==> src/vtrd_pkg.sv <==
// ----------------------------------------------------------------------------
// vtrd_pkg
// Shared types and constants for the radix digit converter.
// ----------------------------------------------------------------------------
package vtrd_pkg;

    localparam int DEFAULT_VALUE_BITS = 63;
    localparam int RADIX_W            = 5;
    localparam int DIGIT_W            = 4;
    localparam int M_TDATA_W          = ((DIGIT_W + 7) / 8) * 8;
    // quotient bits resolved per cycle by the divider
    localparam int DIV_STEP_BITS      = 8;

    localparam logic [RADIX_W-1:0] RADIX_RESET = 5'd16;
    localparam logic [RADIX_W-1:0] RADIX_MIN   = 5'd2;
    localparam logic [RADIX_W-1:0] RADIX_MAX   = 5'd16;

    typedef enum logic [2:0] {
        ST_IDLE,
        ST_DIVIDE,
        ST_PLAY_RD,
        ST_PLAY_LD,
        ST_PLAY_WAIT
    } state_t;

    function automatic logic [RADIX_W-1:0] sat_radix(input logic [RADIX_W-1:0] r);
        logic [RADIX_W-1:0] res;
        res = r;
        if (r < RADIX_MIN) begin
            res = RADIX_MIN;
        end else if (r > RADIX_MAX) begin
            res = RADIX_MAX;
        end
        return res;
    endfunction

endpackage

==> src/vtrd_div.sv <==
// ----------------------------------------------------------------------------
// vtrd_div
// Iterative divider of a wide value by a small radix, several quotient bits
// per cycle by restoring division. Remainder and quotient are ready with done.
// ----------------------------------------------------------------------------
module vtrd_div #(
    parameter int VALUE_BITS = vtrd_pkg::DEFAULT_VALUE_BITS
) (
    input  logic                            aclk,
    input  logic                            aresetn,
    input  logic                            start_i,
    input  logic [VALUE_BITS-1:0]           dividend_i,
    input  logic [vtrd_pkg::RADIX_W-1:0]    radix_i,
    output logic                            done_o,
    output logic [VALUE_BITS-1:0]           quot_o,
    output logic [vtrd_pkg::DIGIT_W-1:0]    rem_o
);

    localparam int STEPS    = (VALUE_BITS + vtrd_pkg::DIV_STEP_BITS - 1)
                              / vtrd_pkg::DIV_STEP_BITS;
    localparam int PAD_BITS = STEPS * vtrd_pkg::DIV_STEP_BITS;
    localparam int CNT_W    = $clog2(STEPS + 1);

    logic [PAD_BITS-1:0]                    work_reg, work_next;
    logic [vtrd_pkg::DIGIT_W-1:0]           rem_reg, rem_next;
    logic [CNT_W-1:0]                       cnt_reg;
    logic                                   done_reg;

    logic [vtrd_pkg::DIV_STEP_BITS-1:0]     chunk;
    logic [vtrd_pkg::DIV_STEP_BITS-1:0]     q_bits;
    logic [vtrd_pkg::RADIX_W-1:0]           trial;

    // one restoring step per dividend bit, top chunk first
    always_comb begin
        chunk    = work_reg[PAD_BITS-1 -: vtrd_pkg::DIV_STEP_BITS];
        rem_next = rem_reg;
        q_bits   = '0;
        trial    = '0;
        for (int i = vtrd_pkg::DIV_STEP_BITS - 1; i >= 0; i--) begin
            trial = {rem_next, chunk[i]};
            if (trial >= radix_i) begin
                trial     = trial - radix_i;
                q_bits[i] = 1'b1;
            end
            rem_next = trial[vtrd_pkg::DIGIT_W-1:0];
        end
        work_next = (work_reg << vtrd_pkg::DIV_STEP_BITS) | PAD_BITS'(q_bits);
    end

    always_ff @(posedge aclk) begin
        if (!aresetn) begin
            cnt_reg  <= '0;
            done_reg <= 1'b0;
        end else begin
            done_reg <= (cnt_reg == CNT_W'(1));
            if (start_i) begin
                cnt_reg <= CNT_W'(STEPS);
            end else if (cnt_reg != '0) begin
                cnt_reg <= cnt_reg - 1'b1;
            end
        end
    end

    always_ff @(posedge aclk) begin
        if (start_i) begin
            work_reg <= PAD_BITS'(dividend_i);
            rem_reg  <= '0;
        end else if (cnt_reg != '0) begin
            work_reg <= work_next;
            rem_reg  <= rem_next;
        end
    end

    assign done_o = done_reg;
    assign quot_o = work_reg[VALUE_BITS-1:0];
    assign rem_o  = rem_reg;

endmodule

==> src/value_to_radix_digits.sv <==
// ----------------------------------------------------------------------------
// value_to_radix_digits
// Converts a non-negative integer into its digits in a radix of 2 to 16,
// most significant digit first, one output request per digit.
// ----------------------------------------------------------------------------
// Each accepted value is divided repeatedly by the radix on one iterative
// divider that resolves 8 quotient bits per cycle. The remainders go into a
// small digit memory and are then played back in reverse: each digit is read,
// loaded into the output register and held until the sink is ready. The block
// takes no new value until the last digit is taken; a value of zero produces
// no output. s_tready is high only between items. The radix is
// clamped to 2..16 when written and must be changed only while idle.
// ----------------------------------------------------------------------------
module value_to_radix_digits #(
    parameter int VALUE_BITS = vtrd_pkg::DEFAULT_VALUE_BITS,
    localparam int S_TDATA_W = ((VALUE_BITS + 7) / 8) * 8
) (
    input  logic                            aclk,
    input  logic                            aresetn,

    input  logic                            cfg_wr_en,
    input  logic [vtrd_pkg::RADIX_W-1:0]    cfg_wr_data,    // radix

    input  logic                            s_tvalid,
    output logic                            s_tready,
    input  logic [S_TDATA_W-1:0]            s_tdata,        // value

    output logic                            m_tvalid,
    input  logic                            m_tready,
    output logic [vtrd_pkg::M_TDATA_W-1:0]  m_tdata,        // digit
    output logic                            m_tlast
);

    localparam int CNT_W = $clog2(VALUE_BITS + 1);
    localparam int IDX_W = $clog2(VALUE_BITS);

    vtrd_pkg::state_t                   state_reg, state_next;
    logic [vtrd_pkg::RADIX_W-1:0]       radix_reg;
    logic [CNT_W-1:0]                   count_reg, count_next;
    logic [IDX_W-1:0]                   idx_reg, idx_next;
    logic [vtrd_pkg::DIGIT_W-1:0]       store_mem [VALUE_BITS];
    logic [vtrd_pkg::DIGIT_W-1:0]       rd_data_reg;
    logic [vtrd_pkg::DIGIT_W-1:0]       digit_reg;
    logic                               last_reg;

    logic [VALUE_BITS-1:0]              value_in;
    logic                               div_start;
    logic [VALUE_BITS-1:0]              div_dividend;
    logic                               div_done;
    logic [VALUE_BITS-1:0]              div_quot;
    logic [vtrd_pkg::DIGIT_W-1:0]       div_rem;
    logic                               store_we;
    logic                               load_out;

    assign value_in = s_tdata[VALUE_BITS-1:0];

    vtrd_div #(
        .VALUE_BITS (VALUE_BITS)
    ) u_div (
        .aclk       (aclk),
        .aresetn    (aresetn),
        .start_i    (div_start),
        .dividend_i (div_dividend),
        .radix_i    (radix_reg),
        .done_o     (div_done),
        .quot_o     (div_quot),
        .rem_o      (div_rem)
    );

    always_ff @(posedge aclk) begin
        if (!aresetn) begin
            radix_reg <= vtrd_pkg::RADIX_RESET;
        end else if (cfg_wr_en) begin
            radix_reg <= vtrd_pkg::sat_radix(cfg_wr_data);
        end
    end

    always_ff @(posedge aclk) begin
        if (!aresetn) begin
            state_reg <= vtrd_pkg::ST_IDLE;
            count_reg <= '0;
            idx_reg   <= '0;
        end else begin
            state_reg <= state_next;
            count_reg <= count_next;
            idx_reg   <= idx_next;
        end
    end

    always_comb begin
        state_next   = state_reg;
        count_next   = count_reg;
        idx_next     = idx_reg;
        div_start    = 1'b0;
        div_dividend = div_quot;
        store_we     = 1'b0;
        load_out     = 1'b0;
        s_tready     = 1'b0;
        unique case (state_reg)
            vtrd_pkg::ST_IDLE: begin
                s_tready     = 1'b1;
                div_dividend = value_in;
                if (s_tvalid) begin
                    count_next = '0;
                    if (value_in != '0) begin
                        div_start  = 1'b1;
                        state_next = vtrd_pkg::ST_DIVIDE;
                    end
                end
            end
            vtrd_pkg::ST_DIVIDE: begin
                if (div_done) begin
                    store_we   = 1'b1;
                    count_next = count_reg + 1'b1;
                    if (div_quot == '0 || count_reg == CNT_W'(VALUE_BITS - 1)) begin
                        idx_next   = count_reg[IDX_W-1:0];
                        state_next = vtrd_pkg::ST_PLAY_RD;
                    end else begin
                        div_start = 1'b1;
                    end
                end
            end
            vtrd_pkg::ST_PLAY_RD: begin
                state_next = vtrd_pkg::ST_PLAY_LD;
            end
            vtrd_pkg::ST_PLAY_LD: begin
                load_out   = 1'b1;
                state_next = vtrd_pkg::ST_PLAY_WAIT;
            end
            vtrd_pkg::ST_PLAY_WAIT: begin
                if (m_tready) begin
                    if (idx_reg == '0) begin
                        state_next = vtrd_pkg::ST_IDLE;
                    end else begin
                        idx_next   = idx_reg - 1'b1;
                        state_next = vtrd_pkg::ST_PLAY_RD;
                    end
                end
            end
            default: begin
                state_next = vtrd_pkg::ST_IDLE;
            end
        endcase
    end

    // digit memory: remainders least significant first
    always_ff @(posedge aclk) begin
        if (store_we) begin
            store_mem[count_reg[IDX_W-1:0]] <= div_rem;
        end
        rd_data_reg <= store_mem[idx_reg];
    end

    always_ff @(posedge aclk) begin
        if (load_out) begin
            digit_reg <= rd_data_reg;
            last_reg  <= (idx_reg == '0);
        end
    end

    assign m_tvalid = (state_reg == vtrd_pkg::ST_PLAY_WAIT);
    assign m_tdata  = vtrd_pkg::M_TDATA_W'(digit_reg);
    assign m_tlast  = last_reg;

    // no new value taken while a digit request is pending
    a_idle_drained: assert property (@(posedge aclk) disable iff (!aresetn)
        !(s_tready && m_tvalid))
        else $error("input accepted while output pending");

    // a remainder must always be a valid digit of the radix
    a_rem_range: assert property (@(posedge aclk) disable iff (!aresetn)
        (state_reg == vtrd_pkg::ST_DIVIDE && div_done) |-> (div_rem < radix_reg))
        else $error("remainder not below radix");

    // the final digit comes out of memory slot zero
    a_last_slot: assert property (@(posedge aclk) disable iff (!aresetn)
        (m_tvalid && m_tlast) |-> (idx_reg == '0))
        else $error("last flag on a non-final digit");

endmodule
==> config.mk <==
export PLATFORM = sky130hd
export DESIGN_NAME = value_to_radix_digits
export DESIGN_NICKNAME = d
export VERILOG_FILES = /design/src/vtrd_pkg.sv /design/src/vtrd_div.sv /design/src/value_to_radix_digits.sv
export SDC_FILE = /design/constraint.sdc
export NUM_CORES = 1
export LEC_CHECK = 0
export BUFFER_PORTS_ARGS = -buffer_cell sky130_fd_sc_hd__buf_2
export CAP_MARGIN = 20
export CELL_PAD_IN_SITES_DETAIL_PLACEMENT = 0
export CELL_PAD_IN_SITES_GLOBAL_PLACEMENT = 1
export CORE_ASPECT_RATIO = 0.7
export CORE_MARGIN = 2
export CORE_UTILIZATION = 53
export CTS_CLUSTER_DIAMETER = 120
export DETAILED_ROUTE_END_ITERATION = 6
export GPL_ROUTABILITY_DRIVEN = 0
export PLACE_DENSITY = 0.77
export SYNTH_ARGS = -nofsm -noshare
export SYNTH_HDL_FRONTEND = slang
export SYNTH_HIERARCHICAL = 1
export SYNTH_SLANG_ARGS = --single-unit
==> constraint.sdc <==
create_clock -name aclk -period 21.3 [get_ports aclk]
set_input_delay 3.195 -clock aclk [delete_from_list [all_inputs] [get_ports aclk]]
set_output_delay 3.195 -clock aclk [all_outputs]
set_load 0.01 [all_outputs]
==> Word level (Yosys, flattened, before mapping) <==
Memory sizes are Yosys's and may differ from the RTL's. A register that Yosys moved wholly into a read port is not among the register bits.
Cells that the tools add are included.
{ "totals": {"register_bits": 98, "mem_bits_rw": 252, "output_inout_bits": 11, "wordCells": 112, "memories": 1} }
{ "op_classes": {"n_addsub": 11, "order_cmp": 10, "eq_ne": 13, "mux": 49, "n_bitwise": 2, "reduce_logical": 14} }
{ "mem_list": {"columns": ["name", "depth", "width", "read_ports", "rd_clocked_by_memory_dff", "write_ports", "line_no", "source"], "rows": [
  ["store_mem", 63, 4, 1, 1, 1, "value_to_radix_digits.sv:41", "logic [vtrd_pkg::DIGIT_W-1:0] store_mem [VALUE_BITS];"]
]} }
{ "ops": {"columns": ["operator", "count"], "rows": [
  ["$mux 63", 3],
  ["$or 64x8->64", 1],
  ["$logic_not 63->1", 1],
  ["$reduce_bool 63->1", 1],
  ["$ge 5x5->1", 8],
  ["$mux 4", 10],
  ["$mux 6", 6],
  ["$sub 4x4->4", 8],
  ["$pmux 6 s2", 2],
  ["$mux 1", 18],
  ["$mux 3", 5],
  ["$pmux 3 s5", 1],
  ["$mux 5", 2],
  ["$reduce_and 5->1", 2],
  ["$ne 2x2->1 const B", 4],
  ["$add 6x1->6 const B", 1],
  ["$eq 3x2->1 const B", 2],
  ["$eq 6x6->1 const B", 1],
  ["$logic_not 6->1", 1],
  ["$ne 2x1->1 const B", 3],
  ["$reduce_bool 2->1", 3],
  ["$sub 6x1->6 const B", 1],
  ["$gt 5x5->1 const B", 1],
  ["$lt 5x2->1 const B", 1],
  ["13 further kinds", 13]
]} }

==> Longest topological paths before layout <==
Gate-level depths: netlist of run 1.
{ "logic_depth": {"ltp_word": 19, "depth_mapped": 52, "ltp_nobuf": 51} }

==> Modules after synthesis <==
The synthesis of run 1 kept the hierarchy.
{ "by_module_without_submodules": {"columns": ["module", "instances", "cells_each", "area_per_inst_um2"], "rows": [
  ["value_to_radix_digits", 1, 757, 12383.1],
  ["vtrd_div", 1, 472, 5358.9]
]} }

==> Least setup slack after synthesis of run 1 <==
OpenSTA, ideal clock, no wires.
{ "synth_timing": {"kind": "reg-to-reg", "from": "reg u_div.rem_reg (netlist bit u_div/rem_o[0])", "to": "reg u_div.work_reg[0] (data pin)", "setup_ns": 0.260, "arrival_time_ns": 11.008, "t_required_ns": 21.040, "setup_slack_ns": 10.032, "stages_incl_launch_ff": 48, "path_buffers": 1, "cell_sequence": "dfxtp_1 -> ha_1 -> nor2b_1 -> o31a_1 -> o31a_1 -> nor2_2 -> mux2_2 -> ha_1 -> o21a_1 -> o31a_1 -> o31ai_1 -> and2_1 -> mux2_2 -> inv_1 -> ha_1 -> o21ai_0 -> a21o_1 -> a31o_2 -> [... 12 more ...] -> mux2_1 -> a311oi_2 -> ha_1 -> nor2b_1 -> o31a_1 -> o22ai_2 -> mux2i_1 -> ha_1 -> nor2b_1 -> o31ai_1 -> a31oi_2 -> nand2b_1 -> nand2_1 -> ha_1 -> a21o_1 -> a31oi_1 -> o21ai_1 -> mux2_2"} }
{ "synth_via": {"elab_chain_len": 19, "word_cells_on_any_way": 26, "cone_classes": "7 x add/sub; 8 x order compare; 10 x mux; 1 x bitwise"} }
{ "synth_rtl": {"columns": ["element", "line_no", "source"], "rows": [
  ["from (decl)", "vtrd_div.sv:25", "logic [vtrd_pkg::DIGIT_W-1:0] rem_reg, rem_next;"],
  ["from (signal assigned)", "vtrd_div.sv:70", "rem_reg <= rem_next;"],
  ["$sub 4x4->4 / $ge 5x5->1 (equally long branches)", "vtrd_div.sv:42, vtrd_div.sv:41", null],
  ["$mux 4 (*)", "vtrd_div.sv:41", "if (trial >= radix_i) begin"],
  ["$sub 4x4->4 / $ge 5x5->1 (equally long branches)", "vtrd_div.sv:42, vtrd_div.sv:41", null],
  ["$mux 4 (*)", "vtrd_div.sv:41", null],
  ["$sub 4x4->4 / $ge 5x5->1 (equally long branches)", "vtrd_div.sv:42, vtrd_div.sv:41", null],
  ["$mux 4 (*)", "vtrd_div.sv:41", null],
  ["$ge 5x5->1 / $sub 4x4->4 (equally long branches)", "vtrd_div.sv:41, vtrd_div.sv:42", null],
  ["$mux 4 (*)", "vtrd_div.sv:41", null],
  ["[... 3 more ...]", null, null],
  ["$mux 4 (*)", "vtrd_div.sv:41", null],
  ["$sub 4x4->4 / $ge 5x5->1 (equally long branches)", "vtrd_div.sv:42, vtrd_div.sv:41", null],
  ["$mux 4 (*)", "vtrd_div.sv:41", null],
  ["$ge 5x5->1 (*)", "vtrd_div.sv:41", null],
  ["$mux 1 (*)", "vtrd_div.sv:41", null],
  ["$or 64x8->64 (*)", "vtrd_div.sv:47", "work_next = (work_reg << vtrd_pkg::DIV_STEP_BITS) | PAD_BITS'(q_bits);"],
  ["$mux 63 (*)", "vtrd_div.sv:68", "end else if (cnt_reg != '0) begin"],
  ["$mux 63 (*)", "vtrd_div.sv:65", "if (start_i) begin"],
  ["to (signal assigned)", "vtrd_div.sv:66", "work_reg <= PAD_BITS'(dividend_i);"],
  ["to (signal assigned)", "vtrd_div.sv:69", "work_reg <= work_next;"],
  ["to (decl)", "vtrd_div.sv:24", "logic [PAD_BITS-1:0] work_reg, work_next;"]
]} }
Every way passes the cells marked *; elsewhere a longest branch is shown, timed or not. The select of a mux whose other input is x is not followed.
A chain may end at the register's enable or synchronous reset.

==> Worst setup path in the final report of run 1 <==
{ "layout_timing": {"from": "reg radix_reg[1] in the netlist's numbering", "to": "reg u_div.rem_reg (netlist bit u_div/rem_o[2])"} }
{ "layout_via": {"elab_chain_len": 16, "word_cells_on_any_way": 24, "cone_classes": "8 x add/sub; 8 x order compare; 8 x mux"} }
{ "layout_rtl": {"columns": ["element", "line_no", "source"], "rows": [
  ["from (decl)", "value_to_radix_digits.sv:38", "logic [vtrd_pkg::RADIX_W-1:0] radix_reg;"],
  ["from (signal assigned)", "value_to_radix_digits.sv:72", "radix_reg <= vtrd_pkg::RADIX_RESET;"],
  ["from (signal assigned)", "value_to_radix_digits.sv:74", "radix_reg <= vtrd_pkg::sat_radix(cfg_wr_data);"],
  ["$sub 4x4->4 / $ge 5x5->1 (equally long branches)", "vtrd_div.sv:42, vtrd_div.sv:41", null],
  ["$mux 4", "vtrd_div.sv:41", null],
  ["$sub 4x4->4 / $ge 5x5->1 (equally long branches)", "vtrd_div.sv:42, vtrd_div.sv:41", null],
  ["$mux 4", "vtrd_div.sv:41", null],
  ["$sub 4x4->4 / $ge 5x5->1 (equally long branches)", "vtrd_div.sv:42, vtrd_div.sv:41", null],
  ["$mux 4", "vtrd_div.sv:41", null],
  ["$ge 5x5->1 / $sub 4x4->4 (equally long branches)", "vtrd_div.sv:41, vtrd_div.sv:42", null],
  ["$mux 4", "vtrd_div.sv:41", null],
  ["$sub 4x4->4 / $ge 5x5->1 (equally long branches)", "vtrd_div.sv:42, vtrd_div.sv:41", null],
  ["$mux 4", "vtrd_div.sv:41", null],
  ["$sub 4x4->4 / $ge 5x5->1 (equally long branches)", "vtrd_div.sv:42, vtrd_div.sv:41", null],
  ["$mux 4", "vtrd_div.sv:41", null],
  ["$ge 5x5->1 / $sub 4x4->4 (equally long branches)", "vtrd_div.sv:41, vtrd_div.sv:42", null],
  ["$mux 4", "vtrd_div.sv:41", null],
  ["$sub 4x4->4 / $ge 5x5->1 (equally long branches)", "vtrd_div.sv:42, vtrd_div.sv:41", null],
  ["$mux 4 (*)", "vtrd_div.sv:41", null]
]} }
Every way passes the cells marked *; elsewhere a longest branch is shown, timed or not.

==> results of run 1 <==
routing by layer:
metal,GRT usage (%),vias up
met4,4.99,0
met1,35.4,5141
met5,0,-
li1,-,4717
met3,4.76,48
met2,32.8,299
metrics by stage:
step / hold slack, ns / setup slack, ns
floorplan: 0.386 / 10.03
global placement: 0.390 / 8.59
detailed placement: 0.391 / 8.38
CTS: 0.407 / 8.30
global route: 0.420 / 7.40
finish: 0.407 / 8.32
kinds of logic after synthesis:
kind of cell | after synthesis | share of synthesized area [%]
xor+xnor | 16 | 0.790
fa+ha+maj | 55 | 4.22
compound gates | 140 | 5.58
simple gates | 279 | 7.65
flops | 354 | 58.0
mux | 225 | 18.6
other cells | 1 | 0.0211
buf+inv | 159 | 5.15
synthesized netlist by cell type, drive strengths merged (17+ instances only):
| library cell | n |
|---|---|
| nor2b | 17 |
| buf | 93 |
| dfxtp | 34 |
| inv | 41 |
| edfxtp | 320 |
| nor2 | 113 |
| o21ai | 29 |
| a21oi | 26 |
| ha | 47 |
| mux4 | 68 |
| mux2i | 21 |
| nor4 | 32 |
| mux2 | 136 |
| clkbuf | 25 |
| nand2 | 49 |
layout make-up:
class | count | area, um^2 | share of cell area (%)
flip-flops and latches | 354 | 10300 | 53.4
multi-input cells | 719 | 6570 | 34.0
clock buffers | 49 | 1060 | 5.51
well taps | 435 | 544 | 2.82
repair buffers | 90 | 490 | 2.54
clock inverters | 17 | 176 | 0.914
inverters | 41 | 154 | 0.798
final timing paths:
kind / endpoint / slack, ns / startpoint / cells past startpoint
setup / recovery: u_div/rem_o[2] / 8.32 / radix_reg[1] / 46
hold / removal: digit_reg[3] / 0.41 / rd_data_reg[3] / 0
setup reg to reg: u_div/rem_o[2] / 8.32 / radix_reg[1] / 46
hold reg to reg: digit_reg[3] / 0.41 / rd_data_reg[3] / 0
worst max-delay path: cells and delay by family (launching register included):
kind | cells | cell delay, ns
muxes | 4 | 1.57
AOI/OAI and AO/OA | 23 | 5.92
and+or+nand+nor | 10 | 1.80
DFF | 1 | 0.39
adders and majority gates | 8 | 2.60
buffers and inverters | 1 | 0.61
==> results.sh, run 1 <==
export IMPL_yosys_area_top_type_share_pct=54.2
export IMPL_most_common_layout_cells="edfxtp_1, mux2_2, nor2_1, buf_2, mux4_2"
export IMPL_met3_length_um=2460
export IMPL_grt_pass1_vias=9946
export IMPL_skew_ns=0.0187
export IMPL_synth_edf_count=320
export IMPL_cts_setup_buffers=0
export IMPL_synth_distinct_cells=75
export IMPL_antenna_found_initial=0
export IMPL_clk_pin_slew_worst_paths_ns=0.06
export IMPL_grt_pass1_wl_um=59800
export IMPL_final_util_pct=58.1
export IMPL_yosysWarnings=6
export IMPL_root_buffer="clkbuf_16"
export IMPL_start_util_pct=53.4
export IMPL_syn_to_final_growth_pct=8.75
export IMPL_cts_tree="done"
export IMPL_synth_seq_area_share_pct=58.0
export IMPL_dr_wl_met2_um=16900
export IMPL_fmax_mhz=77.0
export IMPL_syn_inst=1229
export IMPL_layout_cells_non_filler=1705
export IMPL_cp_common_cell="ha_1"
export IMPL_hold_viol_final=0
export IMPL_finalCritPeriodShare_pct=61.0
export IMPL_cts_hold_buf=0
export IMPL_place_hpwl_um=26200
export IMPL_rows=56
export IMPL_drive_above_1_share_pct=29.4
export IMPL_place_area_um2=18000
export IMPL_n_antenna_cell=0
export IMPL_die_y_um=157
export IMPL_fin_crit_ns=12.98
export IMPL_grt_setup_unrepaired="no"
export IMPL_drt_iter0_markers=926
export IMPL_post_cts_resized=0
export IMPL_path_class="reg2reg"
export IMPL_grt_max_degree=75
export IMPL_top_layer="met4"
export IMPL_synth_seq_cells=354
export IMPL_end_kind="register"
export IMPL_cp_arrival_ns=13.40
export IMPL_fin_nets=1371
export IMPL_worst_pin_slew_ns=0.963
export IMPL_largest_register_ffs=252
export IMPL_numPortBuffers=79
export IMPL_core_um2=33200
export IMPL_status="complete, no violations"
export IMPL_drt_wl_total_um=39400
export IMPL_maxSlewViolCount=0
export IMPL_io_pins=85
export IMPL_vias=10200
export IMPL_syn_area_um2=17700
export IMPL_ant_nets=0
export IMPL_maxCapViolCount=0
export IMPL_fp_dieW_um=223
export IMPL_grt_ovfl_total=0
export IMPL_routedWlPerCell_um=23.1
export IMPL_final_cell_area_um2=19300
export IMPL_syn_avg_cell_area_um2=14.4
export IMPL_final_common_cell="edfxtp_1"
export IMPL_dieArea_um2=35000
export IMPL_postSynth_asyncResetShare_pct=0
export IMPL_slowest_delay_ns=0.61
export IMPL_cts_buffers=36
export IMPL_viasPerCell=5.99
export IMPL_cts_htree_levels=2
export IMPL_setup_viol=0
export IMPL_cp_max_fo=14
export IMPL_critPathLaunchType="register"
export IMPL_critPathSlowestCell="inv_1"
export IMPL_synth_top_area_cell="edfxtp_1"
export IMPL_fill_cells=2617
export IMPL_setup_tns_ns=0
export IMPL_required_ns=21.72
export IMPL_first_pass_iters=6
export IMPL_slew_headroom_pct=35.2
export IMPL_synth_main_ff_cell="edfxtp_1"
export IMPL_clockBufferDepth=3
export IMPL_clock_sinks=354
export IMPL_route_detailed_drc=0
export IMPL_dp_cells=1638
export IMPL_grtUsageTotal_pct=22.7
export IMPL_hold_class="reg2reg"
export IMPL_synth_area_top_cells="edfxtp_1, mux2_2, mux4_2, dfxtp_1, ha_1"
export IMPL_worstSkewPairLatency_ns=0.54
export IMPL_wl_met1_um=19500
Power of run 1 is left out: the tool's default activity adds up to more than one toggle a clock period on the data nets, which glitch-free logic cannot reach.
==> inputs of run 2 (changes only) <==
--- a/config.mk
+++ b/config.mk
@@ -11,11 +11,11 @@
 export CELL_PAD_IN_SITES_GLOBAL_PLACEMENT = 1
 export CORE_ASPECT_RATIO = 0.7
 export CORE_MARGIN = 2
-export CORE_UTILIZATION = 53
+export CORE_UTILIZATION = 52
 export CTS_CLUSTER_DIAMETER = 120
 export DETAILED_ROUTE_END_ITERATION = 6
 export GPL_ROUTABILITY_DRIVEN = 0
-export PLACE_DENSITY = 0.77
+export PLACE_DENSITY = 0.76
 export SYNTH_ARGS = -nofsm -noshare
 export SYNTH_HDL_FRONTEND = slang
 export SYNTH_HIERARCHICAL = 1
==> constraint.sdc (replaced) <==
create_clock -name aclk -period 13.1 [get_ports aclk]
set_input_delay 1.965 -clock aclk [delete_from_list [all_inputs] [get_ports aclk]]
set_output_delay 1.965 -clock aclk [all_outputs]
set_load 0.01 [all_outputs]
==> run 2 against run 1 <==
  * Register-to-register slack lost 7.4 ns
  * First-iteration DRC count rose by 19%
  * Setup slack lost 7.4 ns
  * Clock skew increased by 0.0016 ns
  * Sequential share of layout area increased by 0.18 points
  * Critical path type unchanged
  * Utilization decreased by 0.80 points
  * Via count about the same
==> results.sh, run 2 (synthesis results as in run 1) <==
export IMPL_status="complete, no violations"
export IMPL_cp_common_cell="ha_1"
export IMPL_clk_pin_slew_worst_paths_ns=0.06
export IMPL_cp_arrival_ns=12.59
export IMPL_setup_viol=0
export IMPL_first_pass_iters=5
export IMPL_maxSlewViolCount=0
export IMPL_antenna_found_initial=0
export IMPL_finalWorstSetupSlack_ns=0.927
export IMPL_fin_crit_ns=12.17
export IMPL_grt_pass1_wl_um=60900
export IMPL_routedWlPerCell_um=23.3
export IMPL_grtUsageTotal_pct=23.0
export IMPL_path_delay_family="compound AO/OA/AOI/OAI gates"
export IMPL_hold_class="reg2reg"
export IMPL_cts_hold_buf=0
export IMPL_largest_register_ffs=252
export IMPL_fmax_mhz=82.1
export IMPL_worst_pin_slew_ns=1.02
export IMPL_crit_buf_inv=2
export IMPL_layout_cells_non_filler=1706
export IMPL_slowest_delay_ns=0.49
export IMPL_skew_ns=0.0203
export IMPL_place_hpwl_um=26300
export IMPL_most_common_layout_cells="edfxtp_1, mux2_2, nor2_1, buf_2, mux4_2"
export IMPL_multiInputGateArea_um2=6590
export IMPL_pre_cts_ws_ns=0.777
export IMPL_drive_above_1_share_pct=29.7
export IMPL_regArea_um2=10300
export IMPL_required_ns=13.52
export IMPL_fill_cells=2677
export IMPL_grt_ovfl_total=0
export IMPL_drt_wl_total_um=39700
export IMPL_route_detailed_drc=0
export IMPL_maxCapViolCount=0
export IMPL_grt_pass1_vias=10000
export IMPL_dp_cells=1641
export IMPL_drt_iter0_markers=1103
export IMPL_ant_nets=0
export IMPL_core_um2=33600
export IMPL_start_util_pct=52.9
export IMPL_clock_sinks=354
export IMPL_syn_to_final_growth_pct=8.39
export IMPL_cts_tree="done"
export IMPL_final_cell_area_um2=19200
export IMPL_worstSkewPairLatency_ns=0.54
export IMPL_cts_htree_levels=2
export IMPL_vias=10200
export IMPL_hold_viol_final=0
export IMPL_slew_headroom_pct=32.3
export IMPL_dieArea_um2=35600
export IMPL_numPortBuffers=79
export IMPL_end_kind="register"
export IMPL_viasPerCell=5.99
export IMPL_final_common_cell="edfxtp_1"
export IMPL_place_area_um2=18100
export IMPL_critPathSlowestCell="dfxtp_1"
export IMPL_io_pins=85
export IMPL_root_buffer="clkbuf_16"
export IMPL_rows=56
export IMPL_fin_nets=1373
export IMPL_cp_max_fo=10
export IMPL_die_y_um=159
export IMPL_setup_tns_ns=0
export IMPL_fp_dieW_um=225
export IMPL_finalCritPeriodShare_pct=92.9
export IMPL_cts_buffers=36
export IMPL_grt_setup_unrepaired="no"
export IMPL_n_antenna_cell=0
export IMPL_path_class="reg2reg"
export IMPL_clockBufferDepth=3
export IMPL_critPathLaunchType="register"
export IMPL_grt_max_degree=75
[run 2: changes by cell type in the layout (fill, tap and decap cells not counted), moves of 2 or more]
cell / previous run / this run
buf_4: 10 / 13
clkbuf_16: 39 / 36
clkbuf_8: 5 / 1
clkinv_2: 6 / 10
clkinvlp_4: 1 / 3
o21ai_1: 5 / 3
o21ai_2: 0 / 2
o22ai_2: 2 / 0
o22ai_4: 0 / 2
[run 2: repair_timing]
| item | CTS | global route |
|---|---|---|
| resized for setup | 0 | 5 |
| setup buffers | 0 | 0 |
| endpoints found under the setup margin | 0 | 5 |
[run 2: metal layers]
metal  track usage, %  vias to the layer above  part of all wire (%)
met5                0                        -                     0
met4             4.70                        0                   1.3
met3             4.12                       38                   7.0
met2             32.6                      320                    42
met1             36.8                     5142                    49
li1                 -                     4713                     -
[run 2: worst paths after layout]
| check | startpoint | endpoint | slack [ns] | cells after the start |
|---|---|---|---|---|
| setup / recovery | radix_reg[1] | u_div/rem_o[2] | 0.93 | 48 |
| hold reg to reg | rd_data_reg[1] | digit_reg[1] | 0.42 | 0 |
| setup reg to reg | radix_reg[1] | u_div/rem_o[2] | 0.93 | 48 |
| hold / removal | rd_data_reg[1] | digit_reg[1] | 0.42 | 0 |
[run 2: cell type report]
class,count,area share (%)
inverters,41,0.800
well taps,435,2.83
flip-flops and latches,354,53.6
clock inverters,24,1.12
repair buffers,92,2.56
multi-input cells,719,34.3
clock buffers,41,4.83
[run 2: metrics by stage]
stage          utilization, %  hold slack [ns]
3_5_place_dp             53.8            0.391
2_1_floorplan               -            0.386
5_1_grt                  57.3            0.423
3_3_place_gp             53.8            0.389
4_1_cts                  57.2            0.415
6_report                 57.3            0.419
Power of run 2 is left out for the same reason.
==> inputs of run 3 (changes only) <==
--- a/config.mk
+++ b/config.mk
@@ -9,13 +9,13 @@
 export CAP_MARGIN = 20
 export CELL_PAD_IN_SITES_DETAIL_PLACEMENT = 0
 export CELL_PAD_IN_SITES_GLOBAL_PLACEMENT = 1
-export CORE_ASPECT_RATIO = 0.7
 export CORE_MARGIN = 2
 export CORE_UTILIZATION = 52
 export CTS_CLUSTER_DIAMETER = 120
 export DETAILED_ROUTE_END_ITERATION = 6
 export GPL_ROUTABILITY_DRIVEN = 0
 export PLACE_DENSITY = 0.76
+export SKIP_CTS_REPAIR_TIMING = 1
 export SYNTH_ARGS = -nofsm -noshare
 export SYNTH_HDL_FRONTEND = slang
 export SYNTH_HIERARCHICAL = 1
==> run 3 against run 2 <==
  * Utilization increased by 0.52 points
  * Critical path depth up 1
  * Global-route usage down 1.4 points
  * First-iteration DRC count fell by 34%
  * Count of clock-buffer cells in the layout increased by 9
  * Flip-flop and latch count did not move
  * Register-to-register slack got worse by 0.04 ns
  * Final cell count is 0.94% higher
  * Setup slack worse by 0.040 ns
  * Clock skew decreased by 0.0062 ns
  * Fmax down 0.33%
  * Die area is essentially flat
==> results.sh, run 3 (synthesis results as in run 1) <==
export IMPL_startpoint="radix_reg[2]"
export IMPL_fmax_mhz=81.9
export IMPL_grt_ovfl_total=0
export IMPL_status="complete, no violations"
export IMPL_vias=10000
export IMPL_cp_endpoint="u_div/rem_o[3]"
export IMPL_cts_tree="done"
export IMPL_fin_nets=1373
export IMPL_maxCapViolCount=0
export IMPL_most_common_layout_cells="edfxtp_1, mux2_2, nor2_1, buf_2, mux4_2"
export IMPL_critPathSlowestCell="o21ai_1"
export IMPL_final_util_pct=57.8
export IMPL_final_common_cell="edfxtp_1"
export IMPL_worst_pin_slew_ns=0.971
export IMPL_place_hpwl_um=25300
export IMPL_r2r_end="u_div/rem_o[3]"
export IMPL_finalWorstSetupSlack_ns=0.886
export IMPL_io_pins=85
export IMPL_fin_crit_ns=12.21
export IMPL_path_class="reg2reg"
export IMPL_finalCritPeriodShare_pct=93.2
export IMPL_clock_sinks=354
export IMPL_fill_cells=2679
export IMPL_die_y_um=189
export IMPL_drt_iter0_markers=724
export IMPL_setup_tns_ns=0
export IMPL_timing_hold_ws_ns=0.402
export IMPL_end_kind="register"
export IMPL_root_buffer="clkbuf_16"
export IMPL_route_detailed_drc=0
export IMPL_worstSkewPairLatency_ns=0.53
export IMPL_grt_max_degree=75
export IMPL_drt_wl_total_um=37800
export IMPL_dieArea_um2=35600
export IMPL_grt_pass1_vias=10300
export IMPL_start_util_pct=52.9
export IMPL_slowest_delay_ns=0.44
export IMPL_pre_cts_ws_ns=0.709
export IMPL_critPathLaunchType="register"
export IMPL_first_pass_iters=7
export IMPL_reg2reg_depth=49
export IMPL_skew_ns=0.0141
export IMPL_setup_viol=0
export IMPL_cp_max_fo=10
export IMPL_r2r_start="radix_reg[2]"
export IMPL_core_um2=33500
export IMPL_cp_common_cell="ha_1"
export IMPL_required_ns=13.52
export IMPL_cp_arrival_ns=12.64
export IMPL_antenna_found_initial=3
export IMPL_clockBufferDepth=3
export IMPL_hold_viol_final=0
export IMPL_rows=67
export IMPL_slew_headroom_pct=35.3
export IMPL_cts_buffers=37
export IMPL_r2r_slack_ns=0.89
export IMPL_largest_register_ffs=252
export IMPL_clk_pin_slew_worst_paths_ns=0.06
export IMPL_ant_nets=0
export IMPL_maxSlewViolCount=0
export IMPL_fp_dieW_um=189
export IMPL_syn_to_final_growth_pct=9.27
export IMPL_viasPerCell=5.82
export IMPL_cts_htree_levels=2
export IMPL_grt_setup_unrepaired="no"
export IMPL_numPortBuffers=79
export IMPL_grtUsageTotal_pct=21.6
export IMPL_hold_class="reg2reg"
export IMPL_routedWlPerCell_um=22.0
export IMPL_drive_above_1_share_pct=29.6
export IMPL_grt_pass1_wl_um=58900
==> run 3: cell types whose count changed in the layout (fill, tap and decap cells not counted), moves of 2 or more <==
cell	previous run	this run
inv_6	2	0
o22ai_2	0	2
clkbuf_8	1	5
clkinv_2	10	5
o22ai_4	2	0
bufinv_16	3	5
clkbuf_16	36	39
clkbuf_1	4	6
==> run 3: worst max-delay path, delay by kind of cell (launching register included) <==
family,cells,cell delay (ns)
compound gates,27,5.96
fa+ha+maj,8,2.47
buf+inv,2,0.42
flops,1,0.31
mux,4,1.61
simple gates,8,1.35
==> run 3: worst min-delay path by stage <==
stage               cells after the start      startpoint  slack [ns]      endpoint
global route                            0  rd_data_reg[1]        0.43  digit_reg[1]
finish                                  0  rd_data_reg[3]        0.40  digit_reg[3]
floorplan                               0  rd_data_reg[0]        0.39  digit_reg[0]
CTS                                     0  rd_data_reg[3]        0.40  digit_reg[3]
global placement                        0  rd_data_reg[2]        0.39  digit_reg[2]
detailed placement                      0  rd_data_reg[3]        0.39  digit_reg[3]
==> run 3: through the flow <==
| stage | instances | instance area, um^2 |
|---|---|---|
| finish | 1722 | 19400 |
| floorplan | 1232 | 17800 |
| global route | 1721 | 19400 |
| detailed placement | 1653 | 18100 |
| CTS | 1721 | 19400 |
| global placement | 1653 | 18100 |
==> run 3: per-layer routing <==
metal / part of all wire [%] / routed length, um / GRT usage [%] / vias to the layer above
met5: 0.087 / 33 / 0 / -
met4: 2.3 / 866 / 6.01 / 4
met3: 5.0 / 1880 / 3.56 / 58
met2: 51 / 19100 / 37.3 / 276
met1: 42 / 15900 / 28.4 / 4967
li1: - / - / - / 4724
==> run 3: cell type report <==
type | count | area, um^2 | share of cell area [%]
diodes | 1 | 2.50 | 0.0129
clock buffers | 50 | 1070 | 5.51
clock inverters | 18 | 241 | 1.25
inverters | 41 | 154 | 0.794
multi-input cells | 719 | 6580 | 33.9
flip-flops and latches | 354 | 10300 | 53.1
well taps | 448 | 561 | 2.89
repair buffers | 91 | 485 | 2.50
Power of run 3 is left out for the same reason.
